File: src/sv/sdf_pkg.sv
// Shared types, constants and helpers for the smooth damp follower.
package sdf_pkg;
    localparam int VW = 32;
    localparam int FB = 16;
    localparam logic signed [VW-1:0] VMAX = {1'b0, {(VW-1){1'b1}}};
    localparam logic signed [VW-1:0] VMIN = {1'b1, {(VW-1){1'b0}}};
    localparam logic signed [VW-1:0] ONE = VW'(64'sd1 <<< FB);
    localparam logic signed [VW-1:0] EPS = VW'(((64'sd1 <<< FB) + 5000) / 10000);
    localparam logic signed [VW-1:0] C048 = VW'((48 * (64'sd1 <<< FB) + 50) / 100);
    localparam logic signed [VW-1:0] C0235 = VW'((235 * (64'sd1 <<< FB) + 500) / 1000);
    localparam logic signed [VW+1:0] FULL = (VW+2)'(64'sd360 <<< FB);
    localparam logic signed [VW+1:0] HALF = (VW+2)'(64'sd180 <<< FB);
    // angle reduction: offset that makes any difference positive, and the last modulus step
    localparam logic signed [VW+2:0] WBASE = (VW+3)'(64'sd360 <<< (FB + 8));
    localparam logic signed [VW+2:0] WLAST = (VW+3)'(64'sd360 <<< FB);
    localparam int QW = 2 * FB + 2;
    localparam logic [1:0] REG_ST = 2'd0;
    localparam logic [1:0] REG_MS = 2'd1;
    localparam logic [1:0] REG_DT = 2'd2;
    localparam logic [1:0] REG_AM = 2'd3;

    typedef enum logic [4:0] {
        S_IDLE, S_WRAP1, S_WRAP2, S_OMEGA, S_OMW, S_X, S_X2, S_X3, S_D1, S_D2,
        S_DEN, S_DCW, S_LIM, S_CHG, S_T1, S_TMP, S_V1, S_VEL, S_N1, S_NEXT, S_OUT
    } state_t;

    typedef struct packed {
        state_t step;
        logic   load;
        logic   div_start;
    } sdf_cmd_t;

    typedef struct packed {
        logic div_done;
        logic wrap_done;
    } sdf_sts_t;

    function automatic logic signed [VW-1:0] sat(input logic signed [VW+1:0] v);
        if (v > (VW+2)'(VMAX)) return VMAX;
        if (v < (VW+2)'(VMIN)) return VMIN;
        return v[VW-1:0];
    endfunction
endpackage

File: src/sv/sdf_div.sv
// Restoring divider, one quotient bit a cycle, rounded to nearest.
module sdf_div import sdf_pkg::*; (
    input  logic              aclk,
    input  logic              aresetn,
    input  logic              start,
    input  logic [QW-1:0]     num,
    input  logic [VW-2:0]     den,
    output logic              done,
    output logic [VW-1:0]     quo
);
    localparam int CW = $clog2(QW + 1);
    logic [QW-1:0] n_reg, q_reg;
    logic [VW-1:0] r_reg;
    logic [VW-2:0] d_reg;
    logic [CW-1:0] cnt_reg;
    logic          busy_reg;
    logic [VW:0]   trial;
    logic [VW-1:0] sh;
    logic [QW:0]   qr;

    assign sh = {r_reg[VW-2:0], n_reg[QW-1]};
    assign trial = {1'b0, sh} - {2'b0, d_reg};
    assign done = busy_reg && (cnt_reg == '0);
    // round by the remainder: 2r >= d adds one
    assign qr = {1'b0, q_reg} + (QW+1)'({1'b0, r_reg, 1'b0} >= {2'b0, d_reg});
    assign quo = (qr > (QW+1)'(VMAX)) ? VMAX : qr[VW-1:0];

    // shift one bit a cycle
    always_ff @(posedge aclk) begin
        if (!aresetn) begin
            busy_reg <= 1'b0;
            cnt_reg <= '0;
        end else if (start) begin
            busy_reg <= 1'b1;
            cnt_reg <= CW'(QW);
            n_reg <= num;
            d_reg <= den;
            r_reg <= '0;
            q_reg <= '0;
        end else if (busy_reg) begin
            if (cnt_reg == '0) busy_reg <= 1'b0;
            else begin
                cnt_reg <= cnt_reg - 1'b1;
                n_reg <= {n_reg[QW-2:0], 1'b0};
                if (!trial[VW]) begin
                    r_reg <= trial[VW-1:0];
                    q_reg <= {q_reg[QW-2:0], 1'b1};
                end else begin
                    r_reg <= sh;
                    q_reg <= {q_reg[QW-2:0], 1'b0};
                end
            end
        end
    end
endmodule

File: src/sv/sdf_dp.sv
// Datapath: shared multiplier, adders, divider and result registers.
module sdf_dp import sdf_pkg::*; (
    input  logic                 aclk,
    input  logic                 aresetn,
    input  sdf_cmd_t             cmd,
    output sdf_sts_t             sts,
    input  logic signed [VW-1:0] cur_in,
    input  logic signed [VW-1:0] tgt_in,
    input  logic [VW-2:0]        st_cfg,
    input  logic [VW-2:0]        ms_cfg,
    input  logic [VW-2:0]        dt_cfg,
    input  logic                 am_cfg,
    input  logic                 out_set,
    output logic signed [VW-1:0] next_q,
    output logic signed [VW-1:0] vel_q,
    output logic                 snap_q
);
    logic signed [VW-1:0] cur_reg, tgt_reg, vel_reg, om_reg, dt_reg, st_reg, ms_reg;
    logic signed [VW-1:0] x_reg, x2_reg, x3_reg, den_reg, dec_reg, chg_reg, lim_reg;
    logic signed [VW-1:0] tmp_reg, acc_reg, nx_reg, vn_reg, base_reg;
    logic signed [VW+2:0] wv_reg, fm_reg, wdiff;
    logic                 am_reg;
    logic signed [VW-1:0] ma, mb, mr;
    logic [2*VW-1:0]      pm;
    logic [VW-1:0]        mga, mgb;
    logic [2*VW-FB:0]     rnd;
    logic                 neg;
    logic [QW-1:0]        dnum;
    logic [VW-2:0]        dden;
    logic [VW-1:0]        dq;
    logic signed [VW+1:0] d, dd;
    logic                 snap;
    logic                 div_done;

    sdf_div u_div (.aclk(aclk), .aresetn(aresetn), .start(cmd.div_start), .num(dnum),
                   .den(dden), .done(div_done), .quo(dq));

    // report divider and angle reduction completion
    assign sts = {div_done, fm_reg == WLAST};

    // select multiplier operands per step
    always_comb begin
        ma = x_reg; mb = x_reg;
        unique case (cmd.step)
            S_X:    begin ma = om_reg; mb = dt_reg; end
            S_X2:   begin ma = x_reg;  mb = x_reg;  end
            S_X3:   begin ma = x2_reg; mb = x_reg;  end
            S_D1:   begin ma = C048;   mb = x2_reg; end
            S_D2:   begin ma = C0235;  mb = x3_reg; end
            S_LIM:  begin ma = ms_reg; mb = st_reg; end
            S_T1:   begin ma = om_reg; mb = chg_reg; end
            S_TMP:  begin ma = acc_reg; mb = dt_reg; end
            S_V1:   begin ma = om_reg; mb = tmp_reg; end
            S_VEL:  begin ma = acc_reg; mb = dec_reg; end
            S_N1:   begin ma = acc_reg; mb = dec_reg; end
            default: ;
        endcase
        neg = ma[VW-1] ^ mb[VW-1];
        mga = ma[VW-1] ? VW'(-ma) : VW'(ma);
        mgb = mb[VW-1] ? VW'(-mb) : VW'(mb);
        pm = mga * mgb;
        rnd = (2*VW-FB+1)'((pm + (2*VW)'(64'd1 << (FB-1))) >> FB);
        if (!neg) mr = (rnd > (2*VW-FB+1)'(VMAX)) ? VMAX : rnd[VW-1:0];
        else if (rnd > (2*VW-FB+1)'(VMAX) + 1'b1) mr = VMIN;
        else mr = VW'(-rnd[VW-1:0]);
        dnum = (cmd.step == S_OMEGA) ? QW'(2) << (2*FB) : QW'(1) << (2*FB);
        dden = (cmd.step == S_OMEGA) ? st_reg[VW-2:0]
             : (den_reg < 1 ? (VW-1)'(1) : den_reg[VW-2:0]);
        wdiff = (VW+3)'(tgt_in) - (VW+3)'(cur_in) + WBASE;
        d = (VW+2)'(wv_reg);
        dd = (d > HALF) ? d - FULL : d;
        snap = ((tgt_reg > cur_reg) == (nx_reg > tgt_reg));
    end

    // register each step's result
    always_ff @(posedge aclk) begin
        if (!aresetn) begin
            vel_reg <= '0;
        end else begin
            unique case (cmd.step)
                S_IDLE: if (cmd.load) begin
                    cur_reg <= cur_in; tgt_reg <= tgt_in;
                    st_reg <= (signed'({1'b0, st_cfg}) < EPS) ? EPS : signed'({1'b0, st_cfg});
                    ms_reg <= signed'({1'b0, ms_cfg});
                    dt_reg <= signed'({1'b0, dt_cfg});
                    am_reg <= am_cfg;
                    wv_reg <= wdiff;
                    fm_reg <= WBASE;
                end
                // reduce the difference modulo 360 degrees, one compare and subtract a cycle
                S_WRAP1: begin
                    if (wv_reg >= fm_reg) wv_reg <= wv_reg - fm_reg;
                    fm_reg <= fm_reg >>> 1;
                end
                S_WRAP2: begin
                    if (am_reg) tgt_reg <= sat((VW+2)'(cur_reg) + dd);
                end
                S_OMW: if (sts.div_done) om_reg <= dq;
                S_X:  x_reg <= mr;
                S_X2: x2_reg <= mr;
                S_X3: begin
                    x3_reg <= mr;
                    den_reg <= sat((VW+2)'(ONE) + (VW+2)'(x_reg));
                end
                S_D1: den_reg <= sat((VW+2)'(den_reg) + (VW+2)'(mr));
                S_D2: den_reg <= sat((VW+2)'(den_reg) + (VW+2)'(mr));
                S_DCW: if (sts.div_done) dec_reg <= dq;
                S_LIM: begin
                    lim_reg <= mr;
                    chg_reg <= sat((VW+2)'(cur_reg) - (VW+2)'(tgt_reg));
                end
                S_CHG: begin
                    if (chg_reg > lim_reg) chg_reg <= lim_reg;
                    else if (chg_reg < -lim_reg) chg_reg <= -lim_reg;
                end
                S_T1: begin
                    acc_reg <= sat((VW+2)'(vel_reg) + (VW+2)'(mr));
                    base_reg <= sat((VW+2)'(cur_reg) - (VW+2)'(chg_reg));
                end
                S_TMP: tmp_reg <= mr;
                S_V1: acc_reg <= sat((VW+2)'(vel_reg) - (VW+2)'(mr));
                S_VEL: begin
                    vn_reg <= mr;
                    acc_reg <= sat((VW+2)'(chg_reg) + (VW+2)'(tmp_reg));
                end
                S_N1: nx_reg <= sat((VW+2)'(base_reg) + (VW+2)'(mr));
                // load the output register only once the previous item has left
                S_OUT: if (out_set) begin
                    snap_q <= snap;
                    next_q <= snap ? tgt_reg : nx_reg;
                    vel_q <= snap ? '0 : vn_reg;
                    vel_reg <= snap ? '0 : vn_reg;
                end
                default: ;
            endcase
        end
    end
endmodule
File: config.mk
export PLATFORM = sky130hd
export DESIGN_NAME = sdf_dp
export DESIGN_NICKNAME = d
export VERILOG_FILES = /design/src/sv/sdf_pkg.sv /design/src/sv/sdf_div.sv /design/src/sv/sdf_dp.sv
export SDC_FILE = /design/constraint.sdc
export NUM_CORES = 2
export LEC_CHECK = 0
export ABC_AREA = 1
export ABC_CLOCK_PERIOD_IN_PS = 38900
export BUFFER_PORTS_ARGS = -buffer_cell sky130_fd_sc_hd__clkbuf_2
export CAP_MARGIN = 30
export CORE_ASPECT_RATIO = 1.75
export CORE_MARGIN = 10
export CORE_UTILIZATION = 30
export CTS_CLUSTER_DIAMETER = 200
export DETAILED_ROUTE_END_ITERATION = 12
export PLACE_DENSITY = 0.47
export SLEW_MARGIN = 10
export SYNTH_ARGS = -nofsm -noshare
export SYNTH_HDL_FRONTEND = slang
export SYNTH_HIERARCHICAL = 1
export SYNTH_SLANG_ARGS = --single-unit
File: constraint.sdc
create_clock -name aclk -period 38.9 [get_ports aclk]
set_input_delay 1.945 -clock aclk [delete_from_list [all_inputs] [get_ports aclk]]
set_output_delay 1.945 -clock aclk [all_outputs]
set_load 0.01 [all_outputs]
==> flow_summary.yaml <==
run_status:
  status: "complete, no violations"
worst_setup_path:
  cp_max_fo: 53
  ff2ff_setup_slack_ps: 20100
  cp_slowest_cell: "a211oi_1"
  endpoint_kind: "register"
  reg2reg_to: "nx_reg[26]"
  criticalPathCategory: "in -> reg"
  endpoint: "nx_reg[26]"
  startpoint_type: "input port"
  cpPeakStageDelay_ps: 830
  r2r_cells: 70
  critical_path_required_ps: 39340
  r2r-start: "st_reg[0]"
  arrival_ps: 20820
  cp-startpoint: "cmd[4]"
  crit_top_cell: "nand2_1"
sta:
  skew_ps: 113.9
  drv_slew: 0
  max_freq_ghz: 0.04907
  grt_setup_unrepaired: "false"
  finalCritPeriodShare_pct: 52.38
  tns_ps: 0
  hold_viol: 0
  layout_setup_ws_ps: 18520
  worst_pin_slew_ps: 1116
  worst_slew_margin_rel_pct: 25.34
  min_period_ps: 20380
  setup_viol: 0
cells_and_area:
  syn_to_final_growth_pct: 10.37
  nets: 13920
  largest_register_ffs: 35
  final_cells: 16450
  drive_above_1_share_pct: 6.705
  layout_common_cells: "nand2_1 (2305), inv_1 (2187), nor2_1 (1388), fa_1 (908), edfxtp_1 (838)"
  final_common_cell: "nand2_1"
  final_util_pct: 33.19
synth:
  yosysSeqAreaShare_pct: 26.93
  netlist_instances: 11910
  async_flop_share_pct: 0
  yosys_most_used_dff: "edfxtp_1"
  yosysWarnings: 6
  synth.distinct_cells: 84
  syn_avg_cell_area_sq_um: 8.093
  synth_seq_cells: 877
  synth_edf_count: 838
  post_synth_instance_area_sq_um: 96340
placement:
  dp_hpwl_mm: 385.7
  numPortBuffers: 234
  dp.cells: 16270
  pre_cts_ws_ps: 17940
  place.gp.congestion: 1.018
job:
  max-cap-violations: 0
global_routing:
  antenna_found_initial: 33
  grt_max_degree: 95
  grt_pass1_vias: 89640
  grt-ovfl-total: 0
  track_usage_pct: 26.10
  grt_first_pass_wirelength_mm: 643.1
worst_hold_path:
  worstHoldStart: "u_div/n_reg[22]"
  worstHoldPathType: "reg -> reg"
  whs_path_depth: 2
drt:
  dr_wl_met2_mm: 242.2
  wl_met3_mm: 16.36
  drt_iter0_drc: 5358
  top_layer_used: "met5"
  route.vias.total: 83210
  route.detailed.drc: 0
  vias_per_cell: 5.059
  wl_met1_mm: 141.4
  ant_nets: 0
  drtPass1Iterations: 6
  drt-total-wl_mm: 456.1
  wire_per_inst_um: 27.73
clocking:
  postCtsHoldBufs: 0
  cts_tree: "built"
  cts_setup_buffers: 0
  cts_max_path_buffers: 3
  h-tree-depth: 3
  cts-root-buf: "clkbuf_16"
  cts_sinks: 877
  clk_latency_ps: 820
  cts_resized: 0
  cts_made_buffers: 88
  clk_pin_slew_ps: 70
floorplan:
  dieHeight_um: 769.7
  core_sq_um: 320300
  initial_core_util_pct: 30.08
  io_pins: 235
  die_w_um: 448.4
  rows: 275
  dieArea_sq_um: 345100
[stage by stage]
stage / area, sq um / hold slack (ps)
final: 106300 / 465.4
after global routing: 106300 / 473.9
after CTS: 106300 / 455.4
after detailed placement: 103200 / 458.8
after global placement: 103000 / 454.4
after floorplan: 96460 / 445.3
[layout make-up]
| cell class | count | area, sq um |
|---|---|---|
| multi-input combinational | 8424 | 60770 |
| clock inverter | 62 | 797.0 |
| antenna | 16 | 40.04 |
| sequential | 877 | 25940 |
| inverter | 2258 | 8482 |
| timing repair buffer | 418 | 2653 |
| fill | 34630 | 214000 |
| clock buffer | 101 | 2272 |
| tap | 4293 | 5371 |
[metal layers]
layer,global-route usage (%),vias up
met4,25.69,22
met2,49.13,2536
met5,0,-
met1,23.49,41120
li1,-,38300
met3,2.939,1225
[cell families (layout without fill, tap and decap cells)]
group,Yosys count,in the layout,share of synthesized area [%]
and+or+nand+nor,4586,4586,19.72
buffers and inverters,2635,2839,10.54
AOI/OAI and AO/OA,1726,1726,10.23
adders and majority gates,1685,1685,28.96
DFF,877,877,26.93
xor gates and xnor gates,393,393,3.612
other,2,49,0.007795
muxes,1,1,0.01039
[worst min-delay path by stage]
stage	end	slack, ps
final	u_div/n_reg[23]	470
after global routing	u_div/n_reg[23]	470
after CTS	u_div/n_reg[23]	460
after detailed placement	u_div/cnt_reg[0]	460
after global placement	u_div/cnt_reg[0]	450
after floorplan	u_div/cnt_reg[0]	450
[cell usage after synthesis (13+ instances only)]
| master | instances | area, sq um |
|---|---|---|
| o21bai_1 | 31 | 232.7 |
| a21boi_0 | 36 | 270.3 |
| edfxtp_1 | 838 | 25160 |
| buf_2 | 65 | 325.3 |
| clkinv_1 | 22 | 82.58 |
| xnor2_1 | 120 | 1051 |
| inv_2 | 42 | 157.7 |
| or2_2 | 20 | 125.1 |
| and2_1 | 14 | 87.58 |
| nor2_1 | 1427 | 5356 |
| a22oi_1 | 19 | 142.6 |
| inv_1 | 2191 | 8224 |
| dfxtp_1 | 39 | 780.8 |
| a211oi_1 | 16 | 120.1 |
| clkbuf_1 | 268 | 1006 |
| nand2_1 | 2309 | 8667 |
| o2111ai_1 | 20 | 175.2 |
| o21ai_0 | 645 | 3228 |
| buf_1 | 13 | 48.80 |
| buf_6 | 15 | 168.9 |
| a21oi_1 | 641 | 3208 |
| fa_1 | 908 | 18180 |
| nand3b_1 | 22 | 165.2 |
| ha_1 | 777 | 9722 |
| nand3_2 | 14 | 140.1 |
| nor3_1 | 123 | 615.6 |
| buf_4 | 16 | 120.1 |
| nor4_1 | 50 | 312.8 |
| nand4_1 | 100 | 625.6 |
| nand3_1 | 400 | 2002 |
| o21a_1 | 39 | 292.8 |
| nand2_2 | 28 | 175.2 |
| a21o_1 | 20 | 150.1 |
| xor2_1 | 268 | 2347 |
| o211ai_1 | 75 | 563.0 |
| nor2_2 | 24 | 150.1 |
| a221oi_1 | 37 | 324.1 |
| a31oi_1 | 48 | 300.3 |
| o22ai_1 | 13 | 81.33 |
[worst max-delay path, delay by kind of cell]
kind | cells | cell delay [ps]
simple gates | 33 | 5200
compound gates | 15 | 4750
buf+inv | 12 | 3060
xor+xnor | 1 | 140
fa+ha+maj | 10 | 5590
Power is not shown: default switching activity piles up to over one toggle a cycle in this logic, so the estimate is an artifact.
