--- src/sv/sdf_pkg.sv ---
// Shared types, constants and helpers for the smooth damp follower.
package sdf_pkg;
    localparam int VW = 32;
    localparam int FB = 16;
    localparam logic signed [VW-1:0] VMAX = {1'b0, {(VW-1){1'b1}}};
    localparam logic signed [VW-1:0] VMIN = {1'b1, {(VW-1){1'b0}}};
    localparam logic signed [VW-1:0] ONE = VW'(64'sd1 <<< FB);
    localparam logic signed [VW-1:0] EPS = VW'(((64'sd1 <<< FB) + 5000) / 10000);
    localparam logic signed [VW-1:0] C048 = VW'((48 * (64'sd1 <<< FB) + 50) / 100);
    localparam logic signed [VW-1:0] C0235 = VW'((235 * (64'sd1 <<< FB) + 500) / 1000);
    localparam logic signed [VW+1:0] FULL = (VW+2)'(64'sd360 <<< FB);
    localparam logic signed [VW+1:0] HALF = (VW+2)'(64'sd180 <<< FB);
    // angle reduction: offset that makes any difference positive, and the last modulus step
    localparam logic signed [VW+2:0] WBASE = (VW+3)'(64'sd360 <<< (FB + 8));
    localparam logic signed [VW+2:0] WLAST = (VW+3)'(64'sd360 <<< FB);
    localparam int QW = 2 * FB + 2;
    localparam logic [1:0] REG_ST = 2'd0;
    localparam logic [1:0] REG_MS = 2'd1;
    localparam logic [1:0] REG_DT = 2'd2;
    localparam logic [1:0] REG_AM = 2'd3;

    typedef enum logic [4:0] {
        S_IDLE, S_WRAP1, S_WRAP2, S_OMEGA, S_OMW, S_X, S_X2, S_X3, S_D1, S_D2,
        S_DEN, S_DCW, S_LIM, S_CHG, S_T1, S_TMP, S_V1, S_VEL, S_N1, S_NEXT, S_OUT
    } state_t;

    typedef struct packed {
        state_t step;
        logic   load;
        logic   div_start;
    } sdf_cmd_t;

    typedef struct packed {
        logic div_done;
        logic wrap_done;
    } sdf_sts_t;

    function automatic logic signed [VW-1:0] sat(input logic signed [VW+1:0] v);
        if (v > (VW+2)'(VMAX)) return VMAX;
        if (v < (VW+2)'(VMIN)) return VMIN;
        return v[VW-1:0];
    endfunction
endpackage

--- src/sv/sdf_ctrl.sv ---
// Sequencer for one follower step.
module sdf_ctrl import sdf_pkg::*; (
    input  logic     aclk,
    input  logic     aresetn,
    input  logic     in_fire,
    input  logic     out_busy,
    input  sdf_sts_t sts,
    output sdf_cmd_t cmd,
    output logic     in_ready,
    output logic     out_set
);
    state_t state_reg, state_next;

    // hold state
    always_ff @(posedge aclk) begin
        if (!aresetn) state_reg <= S_IDLE;
        else          state_reg <= state_next;
    end

    // advance through the steps
    always_comb begin
        state_next = state_reg;
        cmd.step = state_reg;
        cmd.load = 1'b0;
        cmd.div_start = 1'b0;
        in_ready = (state_reg == S_IDLE);
        out_set = 1'b0;
        unique case (state_reg)
            S_IDLE: if (in_fire) begin
                cmd.load = 1'b1;
                state_next = S_WRAP1;
            end
            S_WRAP1: if (sts.wrap_done) state_next = S_WRAP2;
            S_OMEGA: begin
                cmd.div_start = 1'b1;
                state_next = S_OMW;
            end
            S_OMW: if (sts.div_done) state_next = S_X;
            S_DEN: begin
                cmd.div_start = 1'b1;
                state_next = S_DCW;
            end
            S_DCW: if (sts.div_done) state_next = S_LIM;
            S_OUT: if (!out_busy) begin
                out_set = 1'b1;
                state_next = S_IDLE;
            end
            default: state_next = state_t'(state_reg + 5'd1);
        endcase
    end
endmodule

--- config.mk ---
export PLATFORM = sky130hd
export DESIGN_NAME = sdf_ctrl
export DESIGN_NICKNAME = d
export VERILOG_FILES = /design/src/sv/sdf_pkg.sv /design/src/sv/sdf_ctrl.sv
export SDC_FILE = /design/constraint.sdc
export NUM_CORES = 1
export LEC_CHECK = 0
export ABC_AREA = 0
export BUFFER_PORTS_ARGS = -buffer_cell sky130_fd_sc_hd__buf_2
export CAP_MARGIN = 25
export CORE_AREA = 2 2 39 41
export DETAILED_ROUTE_END_ITERATION = 16
export DIE_AREA = 0 0 41 43
export PLACE_DENSITY_LB_ADDON = 0.1
export REMOVE_ABC_BUFFERS = 1
export SETUP_SLACK_MARGIN = 0.15
export SYNTH_ARGS = -nofsm -noshare
export SYNTH_HDL_FRONTEND = slang
export SYNTH_SLANG_ARGS = --single-unit
--- constraint.sdc ---
create_clock -name aclk -period 2.37 [get_ports aclk]
set_clock_uncertainty 0.05 [all_clocks]
set_input_delay 0.1185 -clock aclk [delete_from_list [all_inputs] [get_ports aclk]]
set_output_delay 0.1185 -clock aclk [all_outputs]
set_load 0.01 [all_outputs]
==> summary.txt, run 1 <==
Timing
  – Worst setup margin: 0.432 ns
  – Final min period: 1.94 ns
  – Endpoints failing setup: 0
  – Final period utilization: 81.8%
  – RSZ-0062 raised after global routing: false
  – Total count of hold-check failures in the final report: 0
  – Max Clk Rate: 0.516 GHz
  – Final slew viol count: 0
  – Max_slew headroom: 68.8%
  – TNS Setup: 0 ns
  – Slew @ Worst Pin: 0.468 ns
  – Hold_ws: 0.110 ns

Critical path
  – Worst path max stage delay: 0.38 ns
  – CP bufs+invs: 1
  – Critical Path Start Type: flip-flop
  – CP cell instances: inv_1, ha_1, nand3b_1, a211o_1, nand3_1, a211o_2, o211a_1
  – Crit end category: flip-flop
  – Critical Path Source: state_reg[0]
  – Reg2reg start: state_reg[0]
  – WS Path Type: reg2reg
  – CP top delay family: compound AO/OA/AOI/OAI gates
  – Worst-path fanout max: 6
  – CP max-delay cell: dfxtp_1
  – Crit path DAT: 2.02 ns
  – Worst EP required: 2.46 ns

Global route
  – GRT busiest layer: met2
  – Largest net degree at the start of global routing: 15
  – Gr usage total: 16.9%
  – Grt met3 use: 3.14%
  – Initial antenna violation count: 0
  – Met2 Track Usage GR: 26.9%
  – Vias in the first global route: 455
  – Gr ovfl total: 0
  – Met1 usage: 19.6%
  – First-pass GRT wire length: 1990 um

Placed design
  – Cell Count Post-Placement: 90
  – Count of buffers from port buffering: 14
  – Place WS: 0.435 ns
  – Post-DP HPWL: 996 um
  – Placer Congestion: 0.815

Floorplan
  – Die area: 0.00176 mm^2
  – Initial Util: 36.0%
  – Core area: 0.00138 mm^2
  – Rows: 14
  – Chip width: 41 um
  – Die Ht: 43 um
  – IO Pins: 15

Routing
  – Total number of vias: 534
  – Avg WL per Cell: 13.6 um
  – DRC Markers: 0
  – Drt pass-1 iters: 4
  – Initial detailed-routing violation count: 15
  – Aggregate routed wire length: 1280 um
  – Post-route ant nets: 0
  – Vias/cell: 5.68

Final layout
  – Share of cells above drive strength 1: 29.5%
  – N_diodes: 0
  – Nets: 89
  – Largest register FFs: 5
  – Register Area: 100 um^2
  – Area Overhead vs Synth: 22.4%
  – Area of the multi-input gates: 363 um^2
  – Filler instances: 149
  – Non-filler instance count after layout: 94

CTS
  – # resized after CTS: 0
  – Hold Buf Count CTS: 0
  – CTS tree: built
  – Htree depth: 1
  – Root Driver: clkbuf_4
  – Reg clk slew, reported paths: 0.05 ns
  – CTS buffer count: 3
  – Setup Buffers After CTS: 0
  – Clock sink total: 5
  – Bufs on Longest Clock Path: 2
  – Clk_lat worst skew: 0.25 ns

Power and ir drop
  – Max VDD drop: 0.698 mV
  – P_leak: 0.290 nW
  – Overall power: 0.000758 W
  – Pwr Density: 1240 mW/mm^2

Synth
  – Synth warnings: 0
  – Cell taking the most area after synthesis: dfxtp_1
  – FF+latch count, synth: 5
  – Synth area leaders: dfxtp_1 20%, ha_1 10%, o211a_1 6.0%, a21oi_1 4.0%, mux2i_1 4.0%
  – Share of the synthesized area in the top cell type: 20.1%
  – Mean Syn Cell Area: 8.16 um^2
  – Synth Instances: 61
  – Register area share after synthesis: 20.1%
  – Yosys cell types: 31
  – Synthesized area: 498 um^2

Run
  – # Max-Cap Violations: 0

Run status
  – Outcome: completed

Min path
  – Worst min-delay path class: in2reg
  – HP Start: aresetn
## cells in the final DEF, fill, tap and decap left out, types with 2 or more instances in the layout
cell / Yosys / final
ha_1: 4 / 4
o21ai_0: 2 / 2
nand3b_1: 2 / 2
inv_1: 4 / 4
nand3_1: 3 / 3
dfxtp_1: 5 / 5
a21oi_1: 4 / 4
nand2b_1: 3 / 3
mux2i_1: 2 / 2
clkbuf_4: 0 / 3
o211a_1: 3 / 3
buf_4: 2 / 2
buf_2: 1 / 14
nor2b_1: 2 / 2
nor3_1: 3 / 3
nand2_1: 5 / 5
## synth_stat cells
master and count:
a21oi_1 4, buf_2 1, nor2_1 1, ha_1 4, nand3_1 3, nand4_1 1
o311ai_2 1, and2_1 1, nor3b_1 1, a211oi_2 1, a221o_1 1, inv_1 4
a22o_1 1, mux2i_1 2, nand2b_1 3, a211o_1 1, a21bo_2 1, nand3b_1 2
nor2b_1 2, o31ai_1 1, buf_4 2, o21ai_0 2, o2bb2ai_1 1, or2_1 1
o211ai_1 1, a22oi_1 1, o211a_1 3, nand2_1 5, nor3_1 3, dfxtp_1 5
a211o_2 1
## per-stage QoR
stage / instance area (um^2) / utilization (%)
after floorplan: 478 / -
after global placement: 583 / 42.1
after detailed placement: 583 / 42.1
after CTS: 609 / 44.0
after global routing: 609 / 44.0
final: 609 / 44.0
## layout make-up
cell class	instances	area share (%)
tap	16	3.29
inverter	4	2.46
clock buffer	4	4.31
sequential	5	16.4
timing repair buffer	16	14.0
multi-input combinational	49	59.5
## logic make-up after synthesis
kind of cell,synth area share [%]
AO/OA/AOI/OAI,33.7
adder cells (fa/ha/maj),10.1
buffers and inverters,7.03
flip-flops,20.1
multiplexers,4.02
AND/OR/NAND/NOR,25.1
## routing by layer
layer	share of wire, %	wire length (um)
met1	39	494
met2	52	658
met3	8.5	108
met4	1.1	14
met5	0	0
## worst paths after layout
path	cells past startpoint	end	slack [ns]
worst max-delay path	7	state_reg[2]	0.43
worst min register to register	2	state_reg[3]	0.54
worst max register to register	7	state_reg[2]	0.43
worst min-delay path	3	state_reg[4]	0.11
## worst register-to-register path: cells and delay by family, from the launching register on
family | cells | cell delay, ns
adder cells (fa/ha/maj) | 1 | 0.30
AND/OR/NAND/NOR | 2 | 0.35
flip-flops | 1 | 0.38
AO/OA/AOI/OAI | 3 | 0.63
buffers and inverters | 1 | 0.12
## report_power, final
group,switching [W],internal (W)
registers,0.0000381,0.000109
clock network,0.0000392,0.0000639
logic,0.000272,0.000236
Note: power is estimated with default switching activity, not from simulation.
==> inputs of run 2 (changes only) <==
Settings changed: ABC_AREA 0 to 1, CORE_AREA 2 2 39 41 to not set, CORE_MARGIN set to 2, CORE_UTILIZATION set to 40, DIE_AREA 0 0 41 43 to not set.
Clock period 2.37 ns to 1.95 ns, I/O delays scaled along.
==> summary.txt, run 2 <==
Timing
  – RSZ-0062 raised after global routing: false
  – Max Clk Rate: 0.620 GHz (+20%)
  – Final slew viol count: 0 (unchanged)
  – Final period utilization: 82.7% (+0.91 points)
  – Slew @ Worst Pin: 0.354 ns (-0.114 ns)
  – TNS Setup: 0 ns (unchanged)
  – Endpoints failing setup: 0 (unchanged)
  – Final min period: 1.61 ns (-0.326 ns)
  – Total count of hold-check failures in the final report: 0 (unchanged)
  – Max_slew headroom: 76.4% (+7.6 points)

Synth
  – Synth warnings: 0 (unchanged)
  – EDFF count, synth: 0 (unchanged)
  – Share of the synthesized area in the top cell type: 18.2% (-1.9 points)
  – Mean Syn Cell Area: 6.10 um^2 (-25%)
  – XOR/XNOR share of the synthesized area: 4.78% (+4.8 points)
  – Compound-Gate Fraction of Synth Area: 6.38% (-27 points)
  – Synth area leaders: dfxtp_1 18%, nand2_1 14%, nor2_1 10%, inv_1 9.6%, ha_1 9.1%
  – Yosys cell types: 19 (-39%)
  – Post-synth top cells: 21 x nand2_1, 15 x nor2_1, 14 x inv_1
  – FF+latch count, synth: 5 (unchanged)
  – Async set-reset flop share out of synthesis: 0% (unchanged)
  – Synth Instances: 90 (+48%)
  – Cell taking the most area after synthesis: dfxtp_1
  – Synthesized area: 549 um^2 (+10%)
  – Synth Flop Type: dfxtp_1
  – Mux contribution to synthesized area: 0% (-4.0 points)
  – Adder-Cell Fraction of Synth Area: 9.11% (-0.94 points)
  – Largest family of logic cells by synthesized area: simple AND/OR/NAND/NOR gates
  – Post-Synth Simple-Gate Area: 47.8% (+23 points)
  – Most frequent cell after synthesis: nand2_1
  – Register area share after synthesis: 18.2% (-1.9 points)

Global route
  – Vias in the first global route: 435 (-4.4%)
  – First-pass GRT wire length: 1740 um (-13%)
  – Initial antenna violation count: 0 (unchanged)
  – Gr ovfl total: 0 (unchanged)
  – Gr usage total: 16.3% (-0.59 points)
  – Largest net degree at the start of global routing: 11 (-4)

Routing
  – Aggregate routed wire length: 1180 um (-7.6%)
  – Initial detailed-routing violation count: 4 (-11)
  – DRC Markers: 0 (unchanged)
  – Vias/cell: 4.57 (-19%)
  – Post-route ant nets: 0 (unchanged)
  – Total number of vias: 558 (+4.5%)
  – Drt pass-1 iters: 4 (unchanged)
  – Avg WL per Cell: 9.66 um (-29%)

CTS
  – Clk_lat worst skew: 0.24 ns (about the same)
  – Bufs on Longest Clock Path: 2 (unchanged)
  – CTS buffer count: 3 (unchanged)
  – Clock sink total: 5 (unchanged)
  – Htree depth: 1 (unchanged)
  – Root Driver: clkbuf_4
  – CTS tree: built
  – Hold Buf Count CTS: 0 (unchanged)
  – Reg clk slew, reported paths: 0.04 ns (about the same)

Critical path
  – Worst-path fanout max: 5 (-1)
  – Critical Path Start Type: flip-flop
  – Crit path DAT: 1.74 ns (-0.28 ns)
  – Worst EP required: 2.08 ns (-0.38 ns)
  – CP top delay family: simple AND/OR/NAND/NOR gates
  – CP max-delay cell: dfxtp_1
  – CP cell instances: inv_1, ha_1, inv_1, nor2_1, nand2_1, nand2_1, nor2_2, nand2_2, nor2_1, nor2_1, nor2_2
  – WS Path Type: reg2reg
  – CP bufs+invs: 2 (+1)
  – Crit end category: flip-flop
  – Most used cell, CP: nor2_1
  – Flop-to-flop setup slack: 0.34 ns (-0.09 ns)
  – Worst path max stage delay: 0.40 ns (+0.02 ns)

Power and ir drop
  – Pwr Density: 1420 mW/mm^2 (+14%)
  – Max VDD drop: 0.536 mV (-23%)
  – P_int: 0.000448 W (+9.6%)
  – Logic pwr share: 66.9% (about the same)
  – Sw power: 0.000479 W (+37%)
  – Reg power frac: 20.2% (+0.8 points)
  – Clock share of power: 13.0% (-0.6 points)
  – Switch share: 51.7% (+5.6 points)
  – P_leak: 0.379 nW (+31%)

Placed design
  – Post-DP HPWL: 977 um (-1.9%)
  – Count of buffers from port buffering: 14 (unchanged)
  – Placer Congestion: 0.804 (-1.4%)
  – Placed Area: 627 um^2 (+7.5%)

Final layout
  – Most frequent cells in the layout: 21 x nand2_1, 15 x nor2_1, 14 x inv_1, 14 x buf_2, 10 x nand3_1
  – Commonest non-fill, non-tap cell in the layout: nand2_1
  – Post-route design area: 654 um^2 (+7.4%)
  – N_diodes: 0 (unchanged)
  – Nets: 118 (+33%)
  – Share of cells above drive strength 1: 29.0% (-0.52 points)
  – Area Overhead vs Synth: 19.1%
  – Largest register FFs: 5 (unchanged)

Floorplan
  – IO Pins: 15 (unchanged)
  – Chip width: 41.1 um (+0.13%)
  – Rows: 13 (-1)
  – Initial Util: 42.7% (+6.8 points)
  – Die Ht: 41.1 um (-4.5%)
  – Die area: 0.00169 mm^2 (-4.4%)
  – Core area: 0.00128 mm^2 (-7.1%)

Min path
  – Worst min-delay path class: in2reg

Run status
  – Outcome: completed

Run
  – # Max-Cap Violations: 0 (unchanged)
==> run 2: cell types whose count changed in the layout (fill, tap and decap cells not counted), moves of 7 or more <==
cell     before  now
nor2_1        1   15
inv_1         4   14
nand2_1       5   21
nand3_1       3   10
==> run 2: final cells by class <==
type                    instances  area [um^2]
inverters                      15         56.3
clock buffers                   4         26.3
multi-input cells              68          374
well taps                      15         18.8
repair buffers                 15         77.6
fillers                       134          631
flip-flops and latches          5          101
==> run 2: cells by family (layout without fill, tap and decap cells) <==
kind of cell | Yosys count | in the layout
AND/OR/NAND/NOR | 56 | 56
adder cells (fa/ha/maj) | 4 | 4
XOR/XNOR | 3 | 3
flip-flops | 5 | 5
buffers and inverters | 17 | 34
AO/OA/AOI/OAI | 5 | 5
==> run 2: worst paths after layout <==
| path | startpoint | endpoint | cells after the start |
|---|---|---|---|
| hold / removal | aresetn | state_reg[1] | 3 |
| hold reg to reg | state_reg[0] | state_reg[0] | 3 |
| setup reg to reg | state_reg[1] | state_reg[0] | 11 |
| setup / recovery | state_reg[1] | state_reg[0] | 11 |
==> run 2: stage by stage <==
stage	util [%]	std cells	hold slack (ns)	total power, W	setup WS (ns)
finish	50.9	122	0.0824	0.000927	0.338
global route	50.9	122	0.0836	0.00104	0.172
CTS	50.8	122	0.0715	0.000937	0.318
detailed placement	48.8	118	0.335	0.000809	0.324
global placement	48.8	118	0.332	0.000811	0.325
floorplan	-	88	0.165	0.000637	0.430
==> run 2: worst min-delay path, delay by kind of cell <==
kind          cells  cell delay (ns)
buf+inv           1             0.13
simple gates      2             0.10
==> run 2: timing repair <==
action,in CTS,in global routing
endpoints found under the setup margin,0,2
resized for setup,0,1
buffers inserted,0,0
==> run 2: layer usage <==
metal	up-vias	routed length, um	GRT usage [%]
met3	0	70	8.15
met5	-	0	0
met1	236	585	21.1
li1	310	-	-
met2	12	522	24.2
met4	0	0	2.50
==> run 2: power groups by stage <==
stage | sequential [W] | clock [W] | combinational [W]
final | 0.000187 | 0.000120 | 0.000620
after global routing | 0.000193 | 0.000136 | 0.000709
after global placement | 0.000184 | 0 | 0.000627
after CTS | 0.000185 | 0.000127 | 0.000625
after floorplan | 0.000202 | 0 | 0.000436
after detailed placement | 0.000187 | 0 | 0.000622
==> inputs of run 3 (changes only) <==
Clock period 1.95 ns to 1.3 ns, I/O delays scaled along.
==> summary.txt, run 3 (same netlist as run 2, synthesis figures left out) <==
Min path
  – Worst min-delay path class: in2reg

CTS
  – Hold Buf Count CTS: 0 (unchanged)
  – CTS tree: built
  – Htree depth: 1 (unchanged)
  – Root Driver: clkbuf_4
  – Bufs on Longest Clock Path: 2 (unchanged)
  – Clock sink total: 5 (unchanged)
  – Clk_lat worst skew: 0.24 ns (about the same)
  – CTS buffer count: 3 (unchanged)
  – Reg clk slew, reported paths: 0.04 ns (about the same)

Floorplan
  – Rows: 13 (unchanged)
  – Die area: 0.00169 mm^2 (unchanged)
  – IO Pins: 15 (unchanged)
  – Die Ht: 41.1 um (unchanged)
  – Core area: 0.00128 mm^2 (unchanged)
  – Chip width: 41.1 um (unchanged)
  – Initial Util: 42.7% (unchanged)

Final layout
  – Commonest non-fill, non-tap cell in the layout: buf_4
  – Nets: 142 (+20%)
  – Area Overhead vs Synth: 77.0%
  – N_diodes: 0 (unchanged)
  – Largest register FFs: 5 (unchanged)
  – Non-filler instance count after layout: 146 (+20%)
  – Post-route design area: 972 um^2 (+49%)
  – Share of cells above drive strength 1: 61.1% (+32 points)
  – Most frequent cells in the layout: 22 x buf_4, 18 x nand2_1, 14 x buf_2

Power and ir drop
  – P_leak: 0.510 nW (+35%)
  – P_int: 0.00114 W (+150%)
  – Clock share of power: 8.1% (-4.9 points)
  – Max VDD drop: 1.26 mV (+130%)
  – Pwr Density: 2260 mW/mm^2 (+59%)
  – Logic pwr share: 78.0% (+11 points)
  – Sw power: 0.00105 W (+120%)
  – Switch share: 48.0% (-3.7 points)
  – Reg power frac: 13.9% (-6.3 points)

Placed design
  – Placer Congestion: 0.867 (+7.9%)
  – Cell Count Post-Placement: 136 (+15%)
  – Post-DP HPWL: 1150 um (+17%)
  – Count of buffers from port buffering: 14 (unchanged)
  – Placed Area: 774 um^2 (+24%)

Critical path
  – Crit path DAT: 1.56 ns (-0.18 ns)
  – Critical Path Start Type: flip-flop
  – Flop-to-flop setup slack: -0.18 ns (-0.52 ns)
  – CP cell instances: inv_4, ha_4, inv_2, nor2_4, buf_4, buf_4, a21oi_1, nand2_1, nor2_2, nor2_2
  – Worst EP required: 1.38 ns (-0.70 ns)
  – CP max-delay cell: dfxtp_4
  – CP bufs+invs: 4 (+2)
  – CP top delay family: flip-flops
  – Worst path max stage delay: 0.39 ns (about the same)
  – Worst-path fanout max: 4 (-1)
  – Crit end category: flip-flop
  – WS Path Type: reg2reg

Timing
  – Final min period: 1.48 ns (-0.128 ns)
  – Endpoints failing setup: 9 (+9)
  – Max_slew headroom: 85.1% (+8.8 points)
  – Max Clk Rate: 0.674 GHz (+8.6%)
  – Final slew viol count: 0 (unchanged)
  – Total count of hold-check failures in the final report: 0 (unchanged)
  – RSZ-0062 raised after global routing: true
  – Worst setup margin: -0.184 ns (-0.522 ns)
  – Slew @ Worst Pin: 0.223 ns (-0.132 ns)
  – Final period utilization: 114% (+31 points)

Global route
  – Largest net degree at the start of global routing: 9 (-2)
  – Gr usage total: 22.5% (+6.2 points)
  – Gr ovfl total: 0 (unchanged)
  – First-pass GRT wire length: 2430 um (+40%)
  – Vias in the first global route: 576 (+32%)
  – Initial antenna violation count: 0 (unchanged)

Routing
  – Initial detailed-routing violation count: 11 (+7)
  – Aggregate routed wire length: 1720 um (+46%)
  – Total number of vias: 703 (+26%)
  – Post-route ant nets: 0 (unchanged)
  – DRC Markers: 0 (unchanged)
  – Avg WL per Cell: 11.8 um (+22%)
  – Drt pass-1 iters: 4 (unchanged)
  – Vias/cell: 4.82 (+5.3%)

Run
  – # Max-Cap Violations: 0 (unchanged)

Run status
  – Failing checks: setup timing
  – Outcome: finished with violations
## run 3: changes by cell type in the layout (fill, tap and decap cells not counted), moves of 3 or more
| cell | delta |
|---|---|
| inv_2 | +3 |
| ha_1 | -4 |
| nor2_1 | -9 |
| inv_1 | -5 |
| nor2_2 | +4 |
| nand2_1 | -3 |
| nor2_4 | +5 |
| nand2_2 | +3 |
| ha_4 | +3 |
| buf_4 | +21 |
## run 3: path summary, 6_finish.rpt
check | from | endpoint | depth (start not counted)
setup / recovery | state_reg[0] | state_reg[0] | 10
hold reg to reg | state_reg[1] | state_reg[1] | 4
hold / removal | aresetn | state_reg[2] | 3
setup reg to reg | state_reg[0] | state_reg[0] | 10
## run 3: final cells by class
type	instances	area [um^2]
inverters	15	61.3
repair buffers	39	278
flip-flops and latches	5	109
well taps	15	18.8
multi-input cells	68	479
fillers	96	313
clock buffers	4	26.3
## run 3: per-stage QoR
stage / hold WS (ns) / total power (W) / utilization, % / setup TNS (ns) / setup slack [ns]
after detailed placement: 0.301 / 0.00143 / 60.3 / -1.46 / -0.311
after CTS: 0.0358 / 0.00200 / 71.2 / -1.13 / -0.173
final: 0.0454 / 0.00219 / 75.7 / -1.27 / -0.184
after global routing: 0.0438 / 0.00235 / 75.7 / -1.93 / -0.254
after global placement: 0.297 / 0.00142 / 60.3 / -1.24 / -0.263
after floorplan: 0.128 / 0.000956 / - / -0.988 / -0.220
## run 3: worst register-to-register path, stage by stage (launching register included)
cell     delay, ns
dfxtp_4       0.39
inv_4         0.05
ha_4          0.16
inv_2         0.06
nor2_4        0.04
buf_4         0.13
buf_4         0.12
a21oi_1       0.14
nand2_1       0.09
nor2_2        0.12
nor2_2        0.04
## run 3: repair_timing
action	CTS	global route
hold endpoints to repair	0	0
gates cloned	0	0
pin swaps	10	7
buffers inserted	5	1
resized for setup	27	13
setup endpoints to repair	9	9
## run 3: routing by layer
layer	track usage, %	vias up	share of wire [%]
li1	-	358	-
met1	26.2	315	43
met2	38.7	26	51
met3	9.78	4	5.2
met4	2.50	0	1.3
met5	0	-	0
## run 3: power by group through the flow
stage	sequential, W	combinational (W)	clock (W)
3_3_place_gp	0.000256	0.00117	0
6_report	0.000305	0.00171	0.000178
3_5_place_dp	0.000257	0.00118	0
5_1_grt	0.000308	0.00184	0.000202
4_1_cts	0.000276	0.00154	0.000187
2_1_floorplan	0.000302	0.000653	0
